--- config.mk ---
export PLATFORM = sky130hd
export DESIGN_NAME = head_split_tile_address_gen_flat
export DESIGN_NICKNAME = d
export VERILOG_FILES = /design/src/rtl/hst_pkg.sv /design/src/rtl/hst_if.sv /design/src/rtl/head_split_tile_address_gen.sv /design/src/rtl/hst_csr.sv /design/src/rtl/hst_front.sv /design/src/rtl/hst_queue.sv /design/src/rtl/hst_back.sv /design/src/flat_wrapper.sv
export SDC_FILE = /design/constraint.sdc
export NUM_CORES = 2
export LEC_CHECK = 0
export ABC_AREA = 1
export BUFFER_PORTS_ARGS = -buffer_cell sky130_fd_sc_hd__clkbuf_2
export CAP_MARGIN = 20
export CORE_ASPECT_RATIO = 1.75
export CORE_MARGIN = 5
export CORE_UTILIZATION = 55
export DETAILED_ROUTE_END_ITERATION = 8
export PLACE_DENSITY_LB_ADDON = 0.08
export SLEW_MARGIN = 20
export SYNTH_ARGS = -nofsm -noshare
export SYNTH_HDL_FRONTEND = slang
export SYNTH_SLANG_ARGS = --single-unit
--- constraint.sdc ---
create_clock -name clock -period 31.5 [get_ports clock]
set_clock_uncertainty 0.05 [all_clocks]
set_input_delay 0 -clock clock [delete_from_list [all_inputs] [get_ports clock]]
set_output_delay 0 -clock clock [all_outputs]
set_load 0.005 [all_outputs]
--- src/rtl/hst_pkg.sv ---
`timescale 1ns / 1ps
// Shared types, widths and constants for the head-split tile address generator.
// Depends on nothing; every other file depends on it.
package hst_pkg;

   // Field widths of the channels and registers.
   localparam int WU_W     = 24;   // work unit index
   localparam int GC_W     = 7;    // group_count, heads_in_group, tiles_per_head
   localparam int TPR_W    = 13;   // tiles_per_row
   localparam int RPB_W    = 13;   // rows_per_batch
   localparam int TB_W     = 17;   // tile_bytes
   localparam int ADDR_W   = 32;   // output_address, tensor_address
   localparam int PAGE_W   = 32;   // page_index
   localparam int OFFS_W   = 23;   // local_offset
   localparam int GT_W     = 2 * GC_W;  // tiles in one head group

   // Configuration port.
   localparam int CSR_IDX_W  = 3;
   localparam int CSR_DATA_W = 32;

   // Longest run of descriptors produced for one work unit.
   localparam int MAX_RUN_TILES = 64;
   localparam int RUN_W         = $clog2(MAX_RUN_TILES + 1);

   // Divider: quotient bits resolved per cycle and number of passes.
   localparam int DIV_BITS  = 8;
   localparam int DIV_PASS  = WU_W / DIV_BITS;
   localparam int DIV_CNT_W = $clog2(DIV_PASS);

   // Depth of the job queue between front and back.
   localparam int QUEUE_DEPTH = 2;
   localparam int QPTR_W      = $clog2(QUEUE_DEPTH);
   localparam int QCNT_W      = $clog2(QUEUE_DEPTH + 1);

   // Register reset values.
   localparam logic [GC_W-1:0]   RST_GROUP_COUNT    = GC_W'(16);
   localparam logic [GC_W-1:0]   RST_HEADS_IN_GROUP = GC_W'(1);
   localparam logic [GC_W-1:0]   RST_TILES_PER_HEAD = GC_W'(2);
   localparam logic [TPR_W-1:0]  RST_TILES_PER_ROW  = TPR_W'(32);
   localparam logic [RPB_W-1:0]  RST_ROWS_PER_BATCH = RPB_W'(16);
   localparam logic [TB_W-1:0]   RST_TILE_BYTES     = TB_W'(2048);
   localparam logic [ADDR_W-1:0] RST_OUTPUT_ADDRESS = '0;

   typedef enum logic [CSR_IDX_W-1:0] {
      REG_GROUP_COUNT    = 3'd0,
      REG_HEADS_IN_GROUP = 3'd1,
      REG_TILES_PER_HEAD = 3'd2,
      REG_TILES_PER_ROW  = 3'd3,
      REG_ROWS_PER_BATCH = 3'd4,
      REG_TILE_BYTES     = 3'd5,
      REG_OUTPUT_ADDRESS = 3'd6
   } csr_reg_type;

   typedef struct packed {
      logic [GC_W-1:0]   group_count;
      logic [GC_W-1:0]   heads_in_group;
      logic [GC_W-1:0]   tiles_per_head;
      logic [TPR_W-1:0]  tiles_per_row;
      logic [RPB_W-1:0]  rows_per_batch;
      logic [TB_W-1:0]   tile_bytes;
      logic [ADDR_W-1:0] output_address;
   } cfg_type;

   // One run to be emitted: first page and number of tiles.
   typedef struct packed {
      logic [PAGE_W-1:0] base;
      logic [RUN_W-1:0]  run;
   } job_type;

   typedef struct packed {
      logic empty;
      logic full;
   } queue_status_type;

   typedef enum logic [1:0] {
      FS_IDLE,
      FS_DIV,
      FS_MUL,
      FS_SUM
   } front_state_type;

endpackage

--- src/rtl/hst_if.sv ---
`timescale 1ns / 1ps
// Handshake channels of the head-split tile address generator: request,
// response and configuration write. Depends on hst_pkg for field widths.
interface hst_req_if;
   logic                     valid;
   logic                     ready;
   logic [hst_pkg::WU_W-1:0] unit_index;

   modport source (output valid, output unit_index, input ready);
   modport sink   (input valid, input unit_index, output ready);
endinterface

interface hst_rsp_if;
   logic                       valid;
   logic                       ready;
   logic [hst_pkg::PAGE_W-1:0] page_index;
   logic [hst_pkg::OFFS_W-1:0] local_offset;
   logic [hst_pkg::ADDR_W-1:0] tensor_address;
   logic                       run_last;

   modport source (output valid, output page_index, output local_offset,
                   output tensor_address, output run_last, input ready);
   modport sink   (input valid, input page_index, input local_offset,
                   input tensor_address, input run_last, output ready);
endinterface

interface hst_csr_if;
   logic                           valid;
   logic                           ready;
   logic [hst_pkg::CSR_IDX_W-1:0]  index;
   logic [hst_pkg::CSR_DATA_W-1:0] data;

   modport source (output valid, output index, output data, input ready);
   modport sink   (input valid, input index, input data, output ready);
endinterface

--- src/rtl/head_split_tile_address_gen.sv ---
`timescale 1ns / 1ps
// Top level of the head-split tile address generator.
// Depends on hst_pkg, hst_if, hst_csr, hst_front, hst_queue and hst_back.

// Each request word carries a work unit index, which the block splits into
// head group (remainder by group_count) and tile row block (quotient), then
// turns into a base output page and a run of write descriptors, one response
// word per tile, the final word of the run flagged by run_last. A run holds
// heads_in_group times tiles_per_head tiles, capped at 64, and a work unit
// whose run is empty yields no words at all. The front end accepts a work
// unit, runs the divider, which resolves eight quotient bits a cycle, does
// the multiplies, then forms the base page and posts the job, waiting while
// the job queue is full; it takes no new work unit until then. A two-entry
// job queue separates it from the back end, which loads a job and then
// emits one descriptor per cycle while the response side keeps up. The
// response is registered; a word waiting to be taken stalls the back end,
// and the front end waits only once the job queue is full. Configuration
// registers sit on their own write port, which is always ready; they should
// only be changed while no work unit is in flight. There is no clearing
// pass after reset.
module head_split_tile_address_gen (
   input  logic     clock,
   input  logic     reset,
   hst_req_if.sink  req_ch,
   hst_rsp_if.source rsp_ch,
   hst_csr_if.sink  csr_ch
);
   import hst_pkg::*;

   cfg_type          cfg;
   queue_status_type qstat;
   job_type          push_job;
   job_type          head_job;
   logic             push;
   logic             pop;

   // Register bank feeding both halves.
   hst_csr u_csr (
      .clock  (clock),
      .reset  (reset),
      .csr_ch (csr_ch),
      .cfg    (cfg)
   );

   // Division and base page computation.
   hst_front u_front (
      .clock  (clock),
      .reset  (reset),
      .req_ch (req_ch),
      .cfg    (cfg),
      .qstat  (qstat),
      .push   (push),
      .job    (push_job)
   );

   // Jobs waiting for the back end.
   hst_queue u_queue (
      .clock    (clock),
      .reset    (reset),
      .push     (push),
      .push_job (push_job),
      .pop      (pop),
      .head_job (head_job),
      .qstat    (qstat)
   );

   // Descriptor emission, one word per tile.
   hst_back u_back (
      .clock    (clock),
      .reset    (reset),
      .cfg      (cfg),
      .head_job (head_job),
      .qstat    (qstat),
      .pop      (pop),
      .rsp_ch   (rsp_ch)
   );

endmodule

--- src/rtl/hst_csr.sv ---
`timescale 1ns / 1ps
// Configuration register bank of the head-split tile address generator.
// Depends on hst_pkg and hst_if.
module hst_csr (
   input  logic             clock,
   input  logic             reset,
   hst_csr_if.sink          csr_ch,
   output hst_pkg::cfg_type cfg
);
   import hst_pkg::*;

   cfg_type cfg_ff;
   cfg_type cfg_in;

   assign csr_ch.ready = 1'b1;
   assign cfg          = cfg_ff;

   always_comb begin
      cfg_in = cfg_ff;
      if (csr_ch.valid) begin
         unique case (csr_ch.index)
            REG_GROUP_COUNT:    cfg_in.group_count    = csr_ch.data[GC_W-1:0];
            REG_HEADS_IN_GROUP: cfg_in.heads_in_group = csr_ch.data[GC_W-1:0];
            REG_TILES_PER_HEAD: cfg_in.tiles_per_head = csr_ch.data[GC_W-1:0];
            REG_TILES_PER_ROW:  cfg_in.tiles_per_row  = csr_ch.data[TPR_W-1:0];
            REG_ROWS_PER_BATCH: cfg_in.rows_per_batch = csr_ch.data[RPB_W-1:0];
            REG_TILE_BYTES:     cfg_in.tile_bytes     = csr_ch.data[TB_W-1:0];
            REG_OUTPUT_ADDRESS: cfg_in.output_address = csr_ch.data[ADDR_W-1:0];
            default:            cfg_in = cfg_ff;   // unknown index is ignored
         endcase
      end
   end

   always_ff @(posedge clock) begin
      if (reset) begin
         cfg_ff.group_count    <= RST_GROUP_COUNT;
         cfg_ff.heads_in_group <= RST_HEADS_IN_GROUP;
         cfg_ff.tiles_per_head <= RST_TILES_PER_HEAD;
         cfg_ff.tiles_per_row  <= RST_TILES_PER_ROW;
         cfg_ff.rows_per_batch <= RST_ROWS_PER_BATCH;
         cfg_ff.tile_bytes     <= RST_TILE_BYTES;
         cfg_ff.output_address <= RST_OUTPUT_ADDRESS;
      end else begin
         cfg_ff <= cfg_in;
      end
   end

endmodule

--- src/rtl/hst_front.sv ---
`timescale 1ns / 1ps
// Front end: accepts a work unit, splits it by division and computes the
// base page and run length of its descriptors. Depends on hst_pkg, hst_if.
module hst_front (
   input  logic                      clock,
   input  logic                      reset,
   hst_req_if.sink                   req_ch,
   input  hst_pkg::cfg_type          cfg,
   input  hst_pkg::queue_status_type qstat,
   output logic                      push,
   output hst_pkg::job_type          job
);
   import hst_pkg::*;

   front_state_type state_ff, state_in;
   logic [WU_W-1:0]      quo_ff, quo_in;      // dividend, then quotient (block)
   logic [GC_W-1:0]      rem_ff, rem_in;      // remainder (group)
   logic [DIV_CNT_W-1:0] cnt_ff, cnt_in;
   logic [GT_W-1:0]      gt_ff, gt_in;        // tiles in one head group
   logic [PAGE_W-1:0]    rowpart_ff, rowpart_in;
   logic [GC_W+GT_W-1:0] grppart_ff, grppart_in;
   logic [RUN_W-1:0]     run_ff, run_in;

   logic [GC_W-1:0]      gdiv;
   logic [GC_W:0]        trial;
   logic [WU_W-1:0]      div_quo;
   logic [GC_W-1:0]      div_rem;
   logic [GT_W-1:0]      tiles_in_group;
   logic [WU_W+TPR_W-1:0] row_prod;
   logic [GC_W+GT_W-1:0] grp_prod;

   // A zero group count divides as one.
   assign gdiv = (cfg.group_count == '0) ? GC_W'(1) : cfg.group_count;

   assign tiles_in_group = GT_W'(cfg.heads_in_group) * GT_W'(cfg.tiles_per_head);
   assign row_prod    = {{TPR_W{1'b0}}, quo_ff} * {{WU_W{1'b0}}, cfg.tiles_per_row};
   assign grp_prod    = {{GT_W{1'b0}}, rem_ff} * {{GC_W{1'b0}}, gt_ff};

   // One pass of restoring division: DIV_BITS quotient bits.
   always_comb begin
      div_quo = quo_ff;
      div_rem = rem_ff;
      trial   = '0;
      for (int k = 0; k < DIV_BITS; k++) begin
         trial   = {div_rem, div_quo[WU_W-1]};
         div_quo = {div_quo[WU_W-2:0], 1'b0};
         if (trial >= {1'b0, gdiv}) begin
            div_rem    = GC_W'(trial - {1'b0, gdiv});
            div_quo[0] = 1'b1;
         end else begin
            div_rem = trial[GC_W-1:0];
         end
      end
   end

   assign job.base = rowpart_ff + PAGE_W'(grppart_ff);
   assign job.run  = run_ff;

   always_comb begin
      state_in     = state_ff;
      quo_in       = quo_ff;
      rem_in       = rem_ff;
      cnt_in       = cnt_ff;
      gt_in        = gt_ff;
      rowpart_in   = rowpart_ff;
      grppart_in   = grppart_ff;
      run_in       = run_ff;
      push         = 1'b0;
      req_ch.ready = 1'b0;
      unique case (state_ff)
         FS_IDLE: begin
            req_ch.ready = 1'b1;
            if (req_ch.valid) begin
               quo_in   = req_ch.unit_index;
               rem_in   = '0;
               cnt_in   = '0;
               gt_in    = tiles_in_group;
               state_in = FS_DIV;
            end
         end
         FS_DIV: begin
            quo_in = div_quo;
            rem_in = div_rem;
            cnt_in = cnt_ff + DIV_CNT_W'(1);
            if (cnt_ff == DIV_CNT_W'(DIV_PASS - 1)) begin
               state_in = FS_MUL;
            end
         end
         FS_MUL: begin
            // batch*rows*tpr + row*tpr collapses to block*tpr, except that a
            // zero rows_per_batch leaves that whole term at zero.
            rowpart_in = (cfg.rows_per_batch == '0) ? '0 : row_prod[PAGE_W-1:0];
            grppart_in = grp_prod;
            run_in     = (gt_ff > GT_W'(MAX_RUN_TILES)) ? RUN_W'(MAX_RUN_TILES)
                                                         : gt_ff[RUN_W-1:0];
            state_in   = FS_SUM;
         end
         FS_SUM: begin
            if (run_ff == '0) begin
               state_in = FS_IDLE;        // empty run: nothing to emit
            end else if (!qstat.full) begin
               push     = 1'b1;
               state_in = FS_IDLE;
            end
         end
         default: state_in = FS_IDLE;
      endcase
   end

   always_ff @(posedge clock) begin
      if (reset) begin
         state_ff <= FS_IDLE;
         cnt_ff   <= '0;
      end else begin
         state_ff <= state_in;
         cnt_ff   <= cnt_in;
      end
   end

   always_ff @(posedge clock) begin
      quo_ff     <= quo_in;
      rem_ff     <= rem_in;
      gt_ff      <= gt_in;
      rowpart_ff <= rowpart_in;
      grppart_ff <= grppart_in;
      run_ff     <= run_in;
   end

`ifndef ASSERT_OFF
   a_rem_below_divisor: assert property (@(posedge clock) disable iff (reset)
      state_ff == FS_MUL |-> rem_ff < gdiv)
      else $error("division remainder not below divisor");

   a_push_not_full: assert property (@(posedge clock) disable iff (reset)
      push |-> !qstat.full && run_ff != '0)
      else $error("job pushed into full queue or with empty run");
`endif

endmodule

--- src/rtl/hst_queue.sv ---
`timescale 1ns / 1ps
// Short job queue that decouples the front end from the descriptor back end.
// Depends on hst_pkg.
module hst_queue (
   input  logic                      clock,
   input  logic                      reset,
   input  logic                      push,
   input  hst_pkg::job_type          push_job,
   input  logic                      pop,
   output hst_pkg::job_type          head_job,
   output hst_pkg::queue_status_type qstat
);
   import hst_pkg::*;

   job_type           slot_ff [QUEUE_DEPTH];
   logic [QPTR_W-1:0] wptr_ff, wptr_in;
   logic [QPTR_W-1:0] rptr_ff, rptr_in;
   logic [QCNT_W-1:0] count_ff, count_in;
   logic              do_push;
   logic              do_pop;

   assign qstat.empty = (count_ff == '0);
   assign qstat.full  = (count_ff == QCNT_W'(QUEUE_DEPTH));
   assign do_push     = push && !qstat.full;
   assign do_pop      = pop && !qstat.empty;
   assign head_job    = slot_ff[rptr_ff];

   always_comb begin
      wptr_in  = wptr_ff;
      rptr_in  = rptr_ff;
      count_in = count_ff;
      if (do_push) begin
         wptr_in = (wptr_ff == QPTR_W'(QUEUE_DEPTH - 1)) ? '0 : wptr_ff + QPTR_W'(1);
      end
      if (do_pop) begin
         rptr_in = (rptr_ff == QPTR_W'(QUEUE_DEPTH - 1)) ? '0 : rptr_ff + QPTR_W'(1);
      end
      if (do_push && !do_pop) begin
         count_in = count_ff + QCNT_W'(1);
      end else if (do_pop && !do_push) begin
         count_in = count_ff - QCNT_W'(1);
      end
   end

   always_ff @(posedge clock) begin
      if (reset) begin
         wptr_ff  <= '0;
         rptr_ff  <= '0;
         count_ff <= '0;
      end else begin
         wptr_ff  <= wptr_in;
         rptr_ff  <= rptr_in;
         count_ff <= count_in;
      end
   end

   always_ff @(posedge clock) begin
      if (do_push) begin
         slot_ff[wptr_ff] <= push_job;
      end
   end

`ifndef ASSERT_OFF
   a_no_pop_empty: assert property (@(posedge clock) disable iff (reset)
      pop |-> !qstat.empty)
      else $error("job taken from empty queue");

   a_count_bound: assert property (@(posedge clock) disable iff (reset)
      count_ff <= QCNT_W'(QUEUE_DEPTH))
      else $error("queue occupancy beyond its depth");
`endif

endmodule

--- src/rtl/hst_back.sv ---
`timescale 1ns / 1ps
// Back end: takes a job from the queue and emits one descriptor word per tile
// through a registered response stage. Depends on hst_pkg and hst_if.
module hst_back (
   input  logic                      clock,
   input  logic                      reset,
   input  hst_pkg::cfg_type          cfg,
   input  hst_pkg::job_type          head_job,
   input  hst_pkg::queue_status_type qstat,
   output logic                      pop,
   hst_rsp_if.source                 rsp_ch
);
   import hst_pkg::*;

   logic              active_ff, active_in;
   logic [PAGE_W-1:0] base_ff, base_in;
   logic [RUN_W-1:0]  run_ff, run_in;
   logic [RUN_W-1:0]  tile_ff, tile_in;
   logic              valid_ff, valid_in;
   logic [PAGE_W-1:0] page_ff, page_in;
   logic [OFFS_W-1:0] offs_ff, offs_in;
   logic [ADDR_W-1:0] addr_ff, addr_in;
   logic              last_ff, last_in;

   logic                  advance;
   logic                  is_last;
   logic [RUN_W+TB_W-1:0] offs_prod;

   assign pop       = !active_ff && !qstat.empty;
   assign advance   = active_ff && (!valid_ff || rsp_ch.ready);
   assign is_last   = (tile_ff + RUN_W'(1)) == run_ff;
   assign offs_prod = {{TB_W{1'b0}}, tile_ff} * {{RUN_W{1'b0}}, cfg.tile_bytes};

   assign rsp_ch.valid          = valid_ff;
   assign rsp_ch.page_index     = page_ff;
   assign rsp_ch.local_offset   = offs_ff;
   assign rsp_ch.tensor_address = addr_ff;
   assign rsp_ch.run_last       = last_ff;

   always_comb begin
      active_in = active_ff;
      base_in   = base_ff;
      run_in    = run_ff;
      tile_in   = tile_ff;
      valid_in  = valid_ff;
      page_in   = page_ff;
      offs_in   = offs_ff;
      addr_in   = addr_ff;
      last_in   = last_ff;
      if (pop) begin
         active_in = 1'b1;
         base_in   = head_job.base;
         run_in    = head_job.run;
         tile_in   = '0;
      end
      if (advance) begin
         valid_in = 1'b1;
         page_in  = base_ff + PAGE_W'(tile_ff);
         offs_in  = offs_prod[OFFS_W-1:0];
         addr_in  = cfg.output_address;
         last_in  = is_last;
         tile_in  = tile_ff + RUN_W'(1);
         if (is_last) begin
            active_in = 1'b0;
         end
      end else if (rsp_ch.ready) begin
         valid_in = 1'b0;
      end
   end

   always_ff @(posedge clock) begin
      if (reset) begin
         active_ff <= 1'b0;
         valid_ff  <= 1'b0;
      end else begin
         active_ff <= active_in;
         valid_ff  <= valid_in;
      end
   end

   always_ff @(posedge clock) begin
      base_ff <= base_in;
      run_ff  <= run_in;
      tile_ff <= tile_in;
      page_ff <= page_in;
      offs_ff <= offs_in;
      addr_ff <= addr_in;
      last_ff <= last_in;
   end

`ifndef ASSERT_OFF
   a_tile_in_run: assert property (@(posedge clock) disable iff (reset)
      active_ff |-> tile_ff < run_ff && run_ff != '0)
      else $error("tile counter outside its run");
`endif

endmodule

--- src/flat_wrapper.sv ---
// flat-port wrapper written by rule: the top's interface ports become plain ports
module head_split_tile_address_gen_flat import hst_pkg::*;
  (clock, reset, req_ch_valid, req_ch_unit_index, req_ch_ready, rsp_ch_valid, rsp_ch_page_index, rsp_ch_local_offset, rsp_ch_tensor_address, rsp_ch_run_last, rsp_ch_ready, csr_ch_valid, csr_ch_index, csr_ch_data, csr_ch_ready);
  hst_req_if req_ch_i ();
  hst_rsp_if rsp_ch_i ();
  hst_csr_if csr_ch_i ();
  input  logic clock;
  input  logic reset;
  input wire logic [$bits(req_ch_i.valid)-1:0] req_ch_valid;
  input wire logic [$bits(req_ch_i.unit_index)-1:0] req_ch_unit_index;
  output wire logic [$bits(req_ch_i.ready)-1:0] req_ch_ready;
  output wire logic [$bits(rsp_ch_i.valid)-1:0] rsp_ch_valid;
  output wire logic [$bits(rsp_ch_i.page_index)-1:0] rsp_ch_page_index;
  output wire logic [$bits(rsp_ch_i.local_offset)-1:0] rsp_ch_local_offset;
  output wire logic [$bits(rsp_ch_i.tensor_address)-1:0] rsp_ch_tensor_address;
  output wire logic [$bits(rsp_ch_i.run_last)-1:0] rsp_ch_run_last;
  input wire logic [$bits(rsp_ch_i.ready)-1:0] rsp_ch_ready;
  input wire logic [$bits(csr_ch_i.valid)-1:0] csr_ch_valid;
  input wire logic [$bits(csr_ch_i.index)-1:0] csr_ch_index;
  input wire logic [$bits(csr_ch_i.data)-1:0] csr_ch_data;
  output wire logic [$bits(csr_ch_i.ready)-1:0] csr_ch_ready;
  assign req_ch_i.valid = req_ch_valid;
  assign req_ch_i.unit_index = req_ch_unit_index;
  assign req_ch_ready = req_ch_i.ready;
  assign rsp_ch_valid = rsp_ch_i.valid;
  assign rsp_ch_page_index = rsp_ch_i.page_index;
  assign rsp_ch_local_offset = rsp_ch_i.local_offset;
  assign rsp_ch_tensor_address = rsp_ch_i.tensor_address;
  assign rsp_ch_run_last = rsp_ch_i.run_last;
  assign rsp_ch_i.ready = rsp_ch_ready;
  assign csr_ch_i.valid = csr_ch_valid;
  assign csr_ch_i.index = csr_ch_index;
  assign csr_ch_i.data = csr_ch_data;
  assign csr_ch_ready = csr_ch_i.ready;
  head_split_tile_address_gen u_core (.clock(clock), .reset(reset), .req_ch(req_ch_i), .rsp_ch(rsp_ch_i), .csr_ch(csr_ch_i));
endmodule
Word-level counts from Yosys, hierarchy flattened
Memories as Yosys holds them, arrays and structs flattened. A register that Yosys moved wholly into a read port is not among the register bits.
Index checks and enable logic that the tools add are counted.
Operators by class
  $mul: 4
  reductions and logical operators: 33
  order comparisons: 9
  mux-type cells: 45
  $add $sub $neg: 16
  equal/unequal tests: 15
Operators with widths (count)
  two-way mux 7 bit: 12
  >= comparator 8 x 7 -> 1 bit: 8
  subtractor 7 bit: 8
  one-hot mux 24 bit (2 select lines): 1
  adder 32 x 21 -> 32 bit: 1
  adder 32 x 7 -> 32 bit: 1
  multiplier 24 x 13 -> 32 bit: 1
  two-way mux 24 bit: 1
  multiplier 7 x 17 -> 23 bit: 1
  multiplier 7 x 14 -> 21 bit: 1
  two-way mux 1 bit: 21
  AND reduction 2 bit: 9
  > comparator 14 x 7 -> 1 bit (second input constant): 1
  zero test 7 bit: 2
  multiplier 7 x 7 -> 14 bit: 1
  two-way mux 2 bit: 7
  one-hot mux 7 bit (2 select lines): 1
  zero test 13 bit: 1
  == test 3 bit (second input constant): 3
  == test 2 bit (second input constant): 4
  one-hot mux 2 bit (4 select lines): 1
  nonzero test 2 bit: 4
  adder 7 x 1 -> 7 bit (second input constant): 1
  == test 7 bit: 1
  15 further kinds: 30
Word-level totals
  word-level logic and storage cells: 148
  input bits: 64
  register bits: 306
  output and inout bits: 91
  memories: 1
  bits in writable memories: 78
Memory list
  u_core.u_queue.slot_ff: depth 2, bits a word 39, rd ports 1, clocked after memory_dff 1, write ports 1, RTL line hst_queue.sv:15  | job_type slot_ff [QUEUE_DEPTH];

Longest topological paths before layout
  depth in word-level cells: 19
  gate-level depth with buffers: 102
  mapped depth without buffers: 97

Hierarchy
A second synthesis with hierarchy kept.
Second synthesis, totals
  cell total of the unflattened synthesis: 4426
  area, all modules: 38055.2 sq um
Modules (own cells, without submodules)
  hst_front: area an instance 21709.6 sq um, seq. area each 3233.1 sq um, times used 1, cells an instance 2740
  hst_back: area an instance 9369.0 sq um, seq. area each 4063.9 sq um, times used 1, cells an instance 960
  hst_csr: area an instance 3870.0 sq um, seq. area each 1921.8 sq um, times used 1, cells an instance 568
  hst_queue: area an instance 3106.7 sq um, seq. area each 2442.3 sq um, times used 1, cells an instance 158

Worst setup path after synthesis
Ideal clock, no wire load.
  kind: reg-to-reg
  from: reg u_core.u_csr.cfg_ff (netlist bit u_core.u_csr.cfg[90])
  to: reg u_core.u_front.rem_ff[0] (data pin)
  slack: 18.381 ns
  data arrival time: 12.815 ns
  setup time: 0.254 ns
  required time: 31.196 ns
  clock period less this slack: 13.119 ns
  cell stages (with the launch flop): 94
  path buffers: 5
  cells stage by stage: dfxtp_1 > inv_1 > a31o_2 > ha_1 > inv_1 > fa_1 > nand2_1 > nand2_1 > nand2_1 > nand2_1 > nand2_2 > nand2_4 > nand2_1 > nand2_1 > ha_1 > a21oi_1 > nand3_1 > nand3_1 > [... 58 more ...] > nand3_4 > nand2_1 > o21ai_1 > inv_1 > fa_1 > o21ai_0 > nand2_1 > inv_1 > nor2_1 > nor2_1 > nor2_1 > o41ai_1 > a21oi_1 > nand3_2 > buf_6 > nand2_1 > nand2_1 > nor2_2
On the way
  word-level cells in the longest chain between the ends: 19
  elaborated cells between the ends (all ways): 27
  those cells by class: 8 x add/sub; 8 x order compare; 10 x mux; 1 x reduce/logical
Ends and longest elaborated chain
  start: declaration: RTL line hst_csr.sv:12  | cfg_type cfg_ff;
  start signal: assignment: RTL line hst_csr.sv:44  | cfg_ff <= cfg_in;
  zero test 7 bit: RTL line hst_front.sv:33  | assign gdiv = (cfg.group_count == '0) ? GC_W'(1) : cfg.group_count;
  two-way mux 7 bit *: RTL line hst_front.sv:33
  subtractor 7 bit or >= comparator 8 x 7 -> 1 bit (tied branches): RTL line hst_front.sv:48, hst_front.sv:47
  two-way mux 7 bit: RTL line hst_front.sv:47  | if (trial >= {1'b0, gdiv}) begin
  subtractor 7 bit or >= comparator 8 x 7 -> 1 bit (tied branches): RTL line hst_front.sv:48, hst_front.sv:47
  two-way mux 7 bit: RTL line hst_front.sv:47
  subtractor 7 bit or >= comparator 8 x 7 -> 1 bit (tied branches): RTL line hst_front.sv:48, hst_front.sv:47
  two-way mux 7 bit: RTL line hst_front.sv:47
  [... 3 more ...]
  two-way mux 7 bit: RTL line hst_front.sv:47
  subtractor 7 bit or >= comparator 8 x 7 -> 1 bit (tied branches): RTL line hst_front.sv:48, hst_front.sv:47
  two-way mux 7 bit: RTL line hst_front.sv:47
  subtractor 7 bit or >= comparator 8 x 7 -> 1 bit (tied branches): RTL line hst_front.sv:48, hst_front.sv:47
  two-way mux 7 bit: RTL line hst_front.sv:47
  >= comparator 8 x 7 -> 1 bit: RTL line hst_front.sv:47
  two-way mux 7 bit *: RTL line hst_front.sv:47
  one-hot mux 7 bit (2 select lines) *: RTL line hst_front.sv:70  | unique case (state_ff)
  end signal: assignment: RTL line hst_front.sv:122  | rem_ff <= rem_in;
  end: declaration: RTL line hst_front.sv:17  | logic [GC_W-1:0] rem_ff, rem_in;
Every way passes the cells marked *; elsewhere a longest branch is shown, timed or not.
A chain may end at the register's enable or synchronous reset.

Worst setup path after layout
  from: reg u_core.u_csr.cfg_ff (netlist bit u_core.u_csr.cfg[90])
  to: reg u_core.u_front.quo_ff[0] (data pin)
On the way
  word-level cells in the longest chain between the ends: 19
  elaborated cells between the ends (all ways): 26
  those cells by class: 7 x add/sub; 8 x order compare; 10 x mux; 1 x reduce/logical
Ends and longest elaborated chain
  zero test 7 bit: RTL line hst_front.sv:33
  two-way mux 7 bit *: RTL line hst_front.sv:33
  subtractor 7 bit or >= comparator 8 x 7 -> 1 bit (tied branches): RTL line hst_front.sv:48, hst_front.sv:47
  two-way mux 7 bit: RTL line hst_front.sv:47
  subtractor 7 bit or >= comparator 8 x 7 -> 1 bit (tied branches): RTL line hst_front.sv:48, hst_front.sv:47
  two-way mux 7 bit: RTL line hst_front.sv:47
  subtractor 7 bit or >= comparator 8 x 7 -> 1 bit (tied branches): RTL line hst_front.sv:48, hst_front.sv:47
  two-way mux 7 bit: RTL line hst_front.sv:47
  [... 4 more ...]
  subtractor 7 bit or >= comparator 8 x 7 -> 1 bit (tied branches): RTL line hst_front.sv:48, hst_front.sv:47
  two-way mux 7 bit: RTL line hst_front.sv:47
  subtractor 7 bit or >= comparator 8 x 7 -> 1 bit (tied branches): RTL line hst_front.sv:48, hst_front.sv:47
  two-way mux 7 bit: RTL line hst_front.sv:47
  >= comparator 8 x 7 -> 1 bit *: RTL line hst_front.sv:47
  two-way mux 1 bit *: RTL line hst_front.sv:47
  one-hot mux 24 bit (2 select lines) *: RTL line hst_front.sv:70
  via u_core.u_front.quo_in[0]: RTL line hst_front.sv:16  | logic [WU_W-1:0] quo_ff, quo_in;
  end signal: assignment: RTL line hst_front.sv:121  | quo_ff <= quo_in;
  end: declaration: RTL line hst_front.sv:16
The timed path passes the listed nets; every way through them passes the cells marked *.

==> flow_summary.json <==
{
  "outcome": "finished, final reports clean",
  "r2r_start": "u_core.u_csr.cfg[90]$_SDFFE_PP0P_",
  "fmax_mhz": 65.0,
  "post_cts_resized": 0,
  "ys.warnings.count": 0,
  "place.gp.congestion": 0.935,
  "synthSimpleGateAreaFrac_pct": 16.3,
  "cpPeakStageDelay_ps": 720,
  "gr-total-overflow": 0,
  "first_global_vias": 27606,
  "path_clk_slew_ps": 70,
  "synth_compound_area_share_pct": 6.45,
  "synth_top_family_by_area": "adder cells",
  "hold_depth": 3,
  "grt_first_pass_wirelength_um": 145000,
  "setup_ws_ps": 16110,
  "coreArea_um2": 65300,
  "period_needed_ps": 15390,
  "min_to": "u_core.u_front.quo_ff[5]$_DFFE_PP_",
  "nets": 4923,
  "instances_no_fill": 5112,
  "clk_latency_ps": 590,
  "numCtsBuffers": 41,
  "period_share_pct": 48.8,
  "ys_ff_latch": 423,
  "reg2regPathDepth": 86,
  "ys_async_sr_fraction_pct": 0,
  "setup_tns_ps": 0,
  "synth-edff-count": 317,
  "drt_iter0_markers": 1441,
  "cp.arrival_ps": 15670,
  "drc": 0,
  "min_path_type": "in -> reg",
  "dp.cells": 4973,
  "core.rowCount": 124,
  "post-dp-hpwl_um": 69200,
  "die-area_um2": 71200,
  "via_per_inst": 5.25,
  "critPathCaptureType": "register",
  "synth.distinct_cells": 54,
  "die_y_um": 349,
  "setup_viol_count_final": 0,
  "cpMostUsedCell": "nand2_1",
  "final_antenna_net_count": 0,
  "cp-start-kind": "register",
  "r2r-end": "u_core.u_front.quo_ff[0]$_DFFE_PP_",
  "synthXorXnorAreaFrac_pct": 3.92,
  "die_w_um": 204,
  "start_util_pct": 55.4,
  "path_class": "reg -> reg",
  "grt_max_degree": 78,
  "cp_data_required_time_ps": 31780,
  "dp_slack_ps": 16090,
  "cap_violations": 0,
  "port_buffers": 153,
  "cp_max_fo": 13,
  "syn_area_per_cell_um2": 8.89,
  "crit_slowest_cell": "dfxtp_1",
  "min-delay-start": "req_ch_unit_index[5]",
  "cts_root_buffer": "clkbuf_16",
  "drive_gt1_share_pct": 7.76,
  "yosysSeqAreaShare_pct": 32.2,
  "finalHoldViolCount": 0,
  "synthFlopType": "edfxtp_1",
  "fin_util_pct": 60.9,
  "nFillCells": 5721,
  "antenna_found_initial": 1,
  "postRouteWirelength_um": 90300,
  "ios": 155,
  "cts_tree": "built",
  "dr.pass1.iters": 5,
  "rsz0062_at_grt": "no",
  "final_max_slew_viol_count": 0,
  "mappedNetlistNets": 4792,
  "worst_pin_slew_ps": 1250,
  "cts_max_path_buffers": 3,
  "synth_cells": 4065,
  "r2r_slack_ps": 16110,
  "ctsHtreeMaxLevel": 2,
  "slew_headroom_pct": 16.5,
  "synth.area.mux_share_pct": 0,
  "grtUsageTotal_pct": 25.9,
  "vias": 26820,
  "cts_sinks": 423,
  "synth_area_um2": 36200,
  "synth_adder_area_share_pct": 31.3,
  "wire_per_inst_um": 17.7,
  "area_growth_pct": 10.0
}
[synth_stat cells (6+ instances only)]
master    instances  area (µm²)
a21o_1            6        45.0
a31oi_1           8        50.1
a21boi_0          8        60.1
inv_2             6        22.5
ha_1            263        3290
buf_1             7        26.3
nand4_1          17         106
o21a_1            8        60.1
xnor2_1          67         587
nor2_1          291        1090
nand2_2          11        68.8
edfxtp_1        317        9520
nand2_1        1004        3770
nand3_1          74         370
clkbuf_1        155         582
fa_1            400        8010
a211oi_1          6        45.0
xor2_1           95         832
o21ai_0         171         856
o21ai_1          11        55.1
o21bai_1         15         113
nand3_2           8        80.1
a21oi_1         166         831
dfxtp_1         106        2120
nor3_1           22         110
nand3_4           6         105
inv_1           753        2830
[state kept, by name, indices dropped and copies added (netlist names)]
name,cells
u_core.u_back.active_ff,1
u_core.u_back.rsp_ch.page_index,32
u_core.u_front.state_ff,2
u_core.u_back.rsp_ch.run_last,1
u_core.u_back.rsp_ch.local_offset,23
u_core.u_back.rsp_ch.valid,1
u_core.u_queue.rptr_ff,1
u_core.u_back.run_ff,7
u_core.u_queue.wptr_ff,1
u_core.u_queue.count_ff,2
u_core.u_back.base_ff,32
u_core.u_back.rsp_ch.tensor_address,32
u_core.u_front.run_ff,7
u_core.u_front.grppart_ff,21
u_core.u_back.tile_ff,7
u_core.u_front.gt_ff,14
u_core.u_front.quo_ff,24
u_core.u_front.cnt_ff,2
u_core.u_csr.cfg,96
u_core.u_queue.slot_ff,78
u_core.u_front.rem_ff,7
u_core.u_front.rowpart_ff,32
[layout make-up]
class | count | area (µm²) | share of cell area (%)
flip-flops and latches | 423 | 11600 | 29.3
diodes | 1 | 2.50 | 0.00629
well taps | 882 | 1100 | 2.77
multi-input cells | 2708 | 21000 | 52.8
clock inverters | 27 | 317 | 0.796
clock buffers | 49 | 1100 | 2.76
repair buffers | 261 | 1760 | 4.43
inverters | 761 | 2860 | 7.18
[through the flow]
step | hold slack [ps] | area, µm²
after floorplan | 19.1 | 36200
after global placement | 173 | 37700
after detailed placement | 181 | 37700
after CTS | 19.6 | 39800
after global routing | 2.71 | 39800
final | 60.7 | 39800
[layer usage]
metal | vias up | wire length [µm] | GRT usage [%]
met4 | 0 | 4730 | 11.5
met3 | 224 | 3550 | 2.59
met2 | 680 | 49900 | 50.3
li1 | 12841 | - | -
met5 | - | 0 | 0
met1 | 13075 | 32100 | 28.0
[worst max path at each step]
stage	end	slack (ps)	start	depth (start not counted)
CTS	u_core.u_front.quo_ff[0]$_DFFE_PP_	16040	u_core.u_csr.cfg[90]$_SDFFE_PP0P_	86
global route	u_core.u_front.quo_ff[0]$_DFFE_PP_	14220	u_core.u_csr.cfg[90]$_SDFFE_PP0P_	86
global placement	u_core.u_front.quo_ff[0]$_DFFE_PP_	16390	u_core.u_csr.cfg[90]$_SDFFE_PP0P_	86
detailed placement	u_core.u_front.quo_ff[0]$_DFFE_PP_	16090	u_core.u_csr.cfg[90]$_SDFFE_PP0P_	86
finish	u_core.u_front.quo_ff[0]$_DFFE_PP_	16110	u_core.u_csr.cfg[90]$_SDFFE_PP0P_	86
floorplan	u_core.u_front.rem_ff[0]$_SDFFCE_PN0P_	18380	u_core.u_csr.cfg[90]$_SDFFE_PP0P_	93
[cells in the final DEF, fill, tap and decap left out, types with 11 or more instances in the layout]
cell type	instances
xor2_1	95
nand2_2	11
o21ai_0	170
nand4_1	17
nand2_1	1004
ha_1	262
inv_1	751
fa_1	400
a21oi_1	165
nor3_1	22
o21ai_1	11
xnor2_1	67
clkbuf_16	42
dlygate4sd3_1	61
buf_4	45
edfxtp_1	317
nand3_1	74
o21bai_1	15
nor2_1	288
dfxtp_1	106
clkbuf_2	153
[cell families after synthesis]
family | count (synthesis)
adders and majority gates | 663
xor gates and xnor gates | 162
other | 1
DFF | 423
AOI/OAI and AO/OA | 423
and+or+nand+nor | 1459
buffers and inverters | 934
[what timing repair did]
action | in CTS | in global routing
buffers inserted | 0 | 0
hold buffers | 61 | 0
endpoints found under the hold margin | 120 | 0
[worst max-delay path, delay by kind of cell (launching register included)]
| kind | cells | cell delay (ps) |
|---|---|---|
| AO/OA/AOI/OAI | 29 | 5390 |
| AND/OR/NAND/NOR | 34 | 3980 |
| adder cells (fa/ha/maj) | 9 | 3280 |
| buffers and inverters | 14 | 1670 |
| flip-flops | 1 | 720 |
Power is not shown: default switching activity piles up to over one toggle a cycle in this logic, so the estimate is an artifact.
